`config.mk`:
```
export PLATFORM = sky130hd
export DESIGN_NAME = plc_fifo
export DESIGN_NICKNAME = d
export VERILOG_FILES = /design/src/design/plc_pkg.sv /design/src/design/plc_fifo.sv
export SDC_FILE = /design/constraint.sdc
export NUM_CORES = 1
export LEC_CHECK = 0
export ABC_AREA = 1
export BUFFER_PORTS_ARGS = -buffer_cell sky130_fd_sc_hd__buf_4
export CORE_UTILIZATION = 25
export DETAILED_ROUTE_END_ITERATION = 16
export PLACE_DENSITY = 0.39
export SYNTH_ARGS = -nofsm -noshare
export SYNTH_HDL_FRONTEND = slang
export SYNTH_SLANG_ARGS = --single-unit
```
`constraint.sdc`:
```
create_clock -name clk -period 2.85 [get_ports clk]
set_input_delay 0.285 -clock clk [delete_from_list [all_inputs] [get_ports clk]]
set_output_delay 0.285 -clock clk [all_outputs]
set_load 0.02 [all_outputs]
```
`src/design/plc_pkg.sv`:
```
package plc_pkg;

  localparam int NUM_POINTS = 5;
  localparam int MAX_POINTS = 5;
  localparam int LIM_POINTS = (MAX_POINTS < NUM_POINTS) ? MAX_POINTS : NUM_POINTS;

  localparam int CNT_W     = 3;
  localparam int REG_IDX_W = 3;
  localparam int ADDR_W    = REG_IDX_W + 2;
  localparam int SEG_W     = 3;

  localparam logic [REG_IDX_W-1:0] REG_POINTS_IN_USE = 3'd5;

  localparam logic [CNT_W-1:0] MIN_ACTIVE = 3'd2;
  localparam logic [CNT_W-1:0] MAX_ACTIVE = CNT_W'(LIM_POINTS);

  localparam logic OP_FORWARD = 1'b0;
  localparam logic OP_INVERSE = 1'b1;

  localparam int MAG_W      = 33;
  localparam int DIV_W      = 16;
  localparam int FIFO_DEPTH = 4;

  typedef logic [NUM_POINTS-1:0][31:0] points_t;

  localparam points_t POINT_RESET = '{
    32'd720243343, 32'd85721407, 32'd59572390, 32'd32768027, 32'd5505033
  };
  localparam logic [CNT_W-1:0] POINTS_IN_USE_RESET = 3'd5;

  typedef struct packed {
    logic [15:0]        a1;
    logic [15:0]        a2;
    logic [15:0]        b1;
    logic [15:0]        b2;
    logic signed [15:0] v;
  } seg_op_t;

  typedef struct packed {
    logic [DIV_W-1:0] rem;
    logic [MAG_W-1:0] dq;
    logic [DIV_W-1:0] dmag;
    logic             neg;
    logic             zero;
    logic [15:0]      b1;
  } div_t;

endpackage

```
`src/design/plc_fifo.sv`:
```
module plc_fifo (
  input  logic             clk,
  input  logic             rst_n,
  input  logic             wr_en,
  input  plc_pkg::seg_op_t wr_data,
  output logic             full,
  input  logic             rd_en,
  output plc_pkg::seg_op_t rd_data,
  output logic             empty
);
  import plc_pkg::*;

  localparam int PTR_W = (FIFO_DEPTH > 1) ? $clog2(FIFO_DEPTH) : 1;
  localparam int CNT_FW = $clog2(FIFO_DEPTH + 1);
  localparam logic [PTR_W-1:0] LAST = PTR_W'(FIFO_DEPTH - 1);

  seg_op_t            mem_r [FIFO_DEPTH];
  logic [PTR_W-1:0]   wr_ptr_r;
  logic [PTR_W-1:0]   wr_ptr_nxt;
  logic [PTR_W-1:0]   rd_ptr_r;
  logic [PTR_W-1:0]   rd_ptr_nxt;
  logic [CNT_FW-1:0]  count_r;
  logic [CNT_FW-1:0]  count_nxt;

  assign full    = (count_r == CNT_FW'(FIFO_DEPTH));
  assign empty   = (count_r == '0);
  assign rd_data = mem_r[rd_ptr_r];

  always_comb begin
    wr_ptr_nxt = wr_ptr_r;
    rd_ptr_nxt = rd_ptr_r;
    count_nxt  = count_r;
    if (wr_en) begin
      wr_ptr_nxt = (wr_ptr_r == LAST) ? '0 : wr_ptr_r + PTR_W'(1);
    end
    if (rd_en) begin
      rd_ptr_nxt = (rd_ptr_r == LAST) ? '0 : rd_ptr_r + PTR_W'(1);
    end
    unique case ({wr_en, rd_en})
      2'b10:   count_nxt = count_r + CNT_FW'(1);
      2'b01:   count_nxt = count_r - CNT_FW'(1);
      default: count_nxt = count_r;
    endcase
  end

  always_ff @(posedge clk) begin
    if (!rst_n) begin
      wr_ptr_r <= '0;
      rd_ptr_r <= '0;
      count_r  <= '0;
    end else begin
      wr_ptr_r <= wr_ptr_nxt;
      rd_ptr_r <= rd_ptr_nxt;
      count_r  <= count_nxt;
    end
  end

  always_ff @(posedge clk) begin
    if (wr_en) begin
      mem_r[wr_ptr_r] <= wr_data;
    end
  end

  a_no_overflow: assert property (@(posedge clk) disable iff (!rst_n)
    !(wr_en && full)) else $error("write into full queue");

  a_no_underflow: assert property (@(posedge clk) disable iff (!rst_n)
    !(rd_en && empty)) else $error("read from empty queue");

  a_count_step: assert property (@(posedge clk) disable iff (!rst_n)
    (wr_en && !rd_en) |=> (count_r == $past(count_r) + CNT_FW'(1)))
    else $error("queue count did not follow a lone write");

endmodule

```
==> flow_summary.ini <==
[layout]
final_cells = 1773
num-nets-final = 1179
area_growth_pct = 32.8
design_area_um2 = 16300
final_layout_size_suffix_gt1_frac = 0.222

[worst_setup_path]
crit_slowest_cell = buf_12
reg2reg_depth = 5
slowest_delay_ns = 0.51
r2r_start = wr_ptr_r[0]
start_kind = flop
r2r-end = mem_r[2][42]
crit_type = flop to output pin
r2r_slack_ns = 1.12
crit_fanout = 160
endpoint_kind = output pin
crit_arrival_ns = 2.20
cp_data_required_time_ns = 2.57
crit_chain = buf_12 -> o21ai_0 -> o22ai_1 -> buf_4

[synth]
synthDistinctLibCells = 20
synth.avg_cell_area_um2 = 14.7
syn_area_um2 = 12300
ys_seq_area_frac = 0.797
synth_top_area_cell = edfxtp_1
synth_warnings = 0
synth_nets = 925
yosysMostFrequentCell = edfxtp_1
synthTopCellsByCount = edfxtp_1 (320), nor2_1 (165), o21ai_0 (154)
async_flop_share = 0
netlist.area_leader.share = 0.782
synth_cells = 834
ys_top_cells_by_area = edfxtp_1 (78%), o21ai_0 (6.3%), nor2_1 (5.0%)
ys_ff_latch = 329
synth-edff-count = 320
synth_ff_type = edfxtp_1

[global_routing]
antenna_found_initial = 3
grt_max_degree = 161
grt_use_total = 0.128
grt_pass1_vias = 7590
grt_pass1_wl_um = 47700
grt_overflow = 0

[die]
core_area_um2 = 48100
die_w_um = 224
start_util = 0.255
io_pins = 166
rows = 80
die-area_um2 = 50000
die_y_um = 224

[sta]
relSlewSlack = 0.513
fin_ws_ns = 0.364
max_freq_mhz = 402
drv_slew = 0
finClkSkew_ns = 0.0111
tns_ns = 0
period_share = 0.872
hold_viol_final = 0
tightest_slew_ns = 0.730
rsz0062_at_grt = false
finalSetupViolations = 0
timing.final.crit_period_ns = 2.49

[cts]
cts_resized = 0
cts-buffers-inserted = 39
clk_pin_slew_ns = 0.06
cts.htree.levels = 2
clkSinkCount = 329
clock_latency_ns = 0.54
clockBufferDepth = 3
cts_tree = done
root_buffer = clkbuf_16

[placement]
port_buffers = 165
dp.cells = 1622
routabilityCongestion = 0.655
hpwl_um = 17200
postPlaceCellArea_um2 = 14300
pre_cts_slack_ns = 0.854

[power_and_ir_drop]
pwr-share-comb = 0.121
intPower_mw = 8.88
p_leak_nw = 5.68
p_total_mw = 11.7
p_per_area_nw_per_um2 = 718
p_sw_mw = 2.84
ir_drop_mv = 0.316
seqPwrFrac = 0.476
clock_power_share = 0.403
switching_share = 0.242

[drt]
vias_per_cell = 4.27
dr_total_vias = 7579
wl_per_cell_um = 18.1
postRouteAntennaNets = 0
routed_wl_um = 32100
drc = 0
dr.pass1.iters = 4
drt_iter0_markers = 415

[outcome]
status = finished, final reports clean

[hold_path]
hold_path_class = primary input to flop
hold-path-cell-count = 3
hp-start = rd_en

[run]
cap_violations = 0
-- metal layers --
metal,routed length [um],GRT usage,part of all wire,vias to the layer above
li1,-,-,-,3654
met1,15200,0.174,0.47,3716
met2,14600,0.198,0.45,146
met3,1540,0.0362,0.048,59
met4,710,0.0393,0.022,4
met5,26,0,0.00081,-
-- kinds of logic (layout without fill, tap and decap cells) --
logic type	count (synthesis)	in the layout	share of synthesized area
buffers and inverters	70	351	0.0303
other	0	2	0
AND/OR/NAND/NOR	179	179	0.0554
adder cells (fa/ha/maj)	7	7	0.00774
AO/OA/AOI/OAI	249	249	0.110
flip-flops	329	329	0.797
-- worst max path at each step --
stage	from	to	slack, ns	cells after the start
3_3_place_gp	flop	rd_data[65]	0.86	5
2_1_floorplan	wr_ptr_r[0]	mem_r[3][0]	0.28	3
6_report	flop	rd_data[40]	0.36	4
4_1_cts	flop	rd_data[65]	0.24	5
5_1_grt	flop	rd_data[40]	0.15	4
3_5_place_dp	flop	rd_data[37]	0.85	5
-- critical path: cells and delay by family (launching register included) --
family,cells,cell delay [ns]
buffers and inverters,2,0.71
AOI/OAI and AO/OA,2,0.48
DFF,1,0.38
-- through the flow --
step / utilization / hold slack [ns]
2_1_floorplan: - / 0.384
3_3_place_gp: 0.297 / 0.491
3_5_place_dp: 0.297 / 0.490
4_1_cts: 0.339 / 0.0349
5_1_grt: 0.339 / 0.0450
6_report: 0.339 / 0.0749
-- registers in the layout, indices dropped and copies added (netlist names), named ones only --
signal / cells
count_r: 3
mem_r: 320
rd_ptr_r: 2
wr_ptr_r: 2
-- layout make-up --
cell class	count	area [um2]
multi-input combinational	435	2120
timing repair buffer	265	2280
inverter	18	82.6
clock inverter	22	155
tap	656	821
fill	4728	31800
clock buffer	46	1050
sequential	329	9790
antenna	2	5.00
-- power by group through the flow --
stage	combinational [mW]	clock [mW]	sequential [mW]
finish	1.42	4.72	5.58
global route	1.55	5.10	5.59
floorplan	0.706	0	5.68
global placement	1.37	0	5.68
detailed placement	1.37	0	5.68
CTS	1.47	4.91	5.58
-- repair_timing --
item / CTS / global route
setup buffers: 0 / 0
endpoints found under the hold margin: 325 / 0
hold buffers: 81 / 0
-- cell usage in the layout, fill, tap and decap left out, types with 9 or more instances in the layout --
| cell type | count |
|---|---|
| edfxtp_1 | 320 |
| buf_4 | 177 |
| nor2_1 | 165 |
| o21ai_0 | 154 |
| dlygate4sd3_1 | 81 |
| o22ai_1 | 80 |
| clkbuf_16 | 41 |
| inv_1 | 12 |
| o21ai_1 | 10 |
| clkinv_1 | 9 |
| clkinv_2 | 9 |
(Power assumes the default switching activity.)
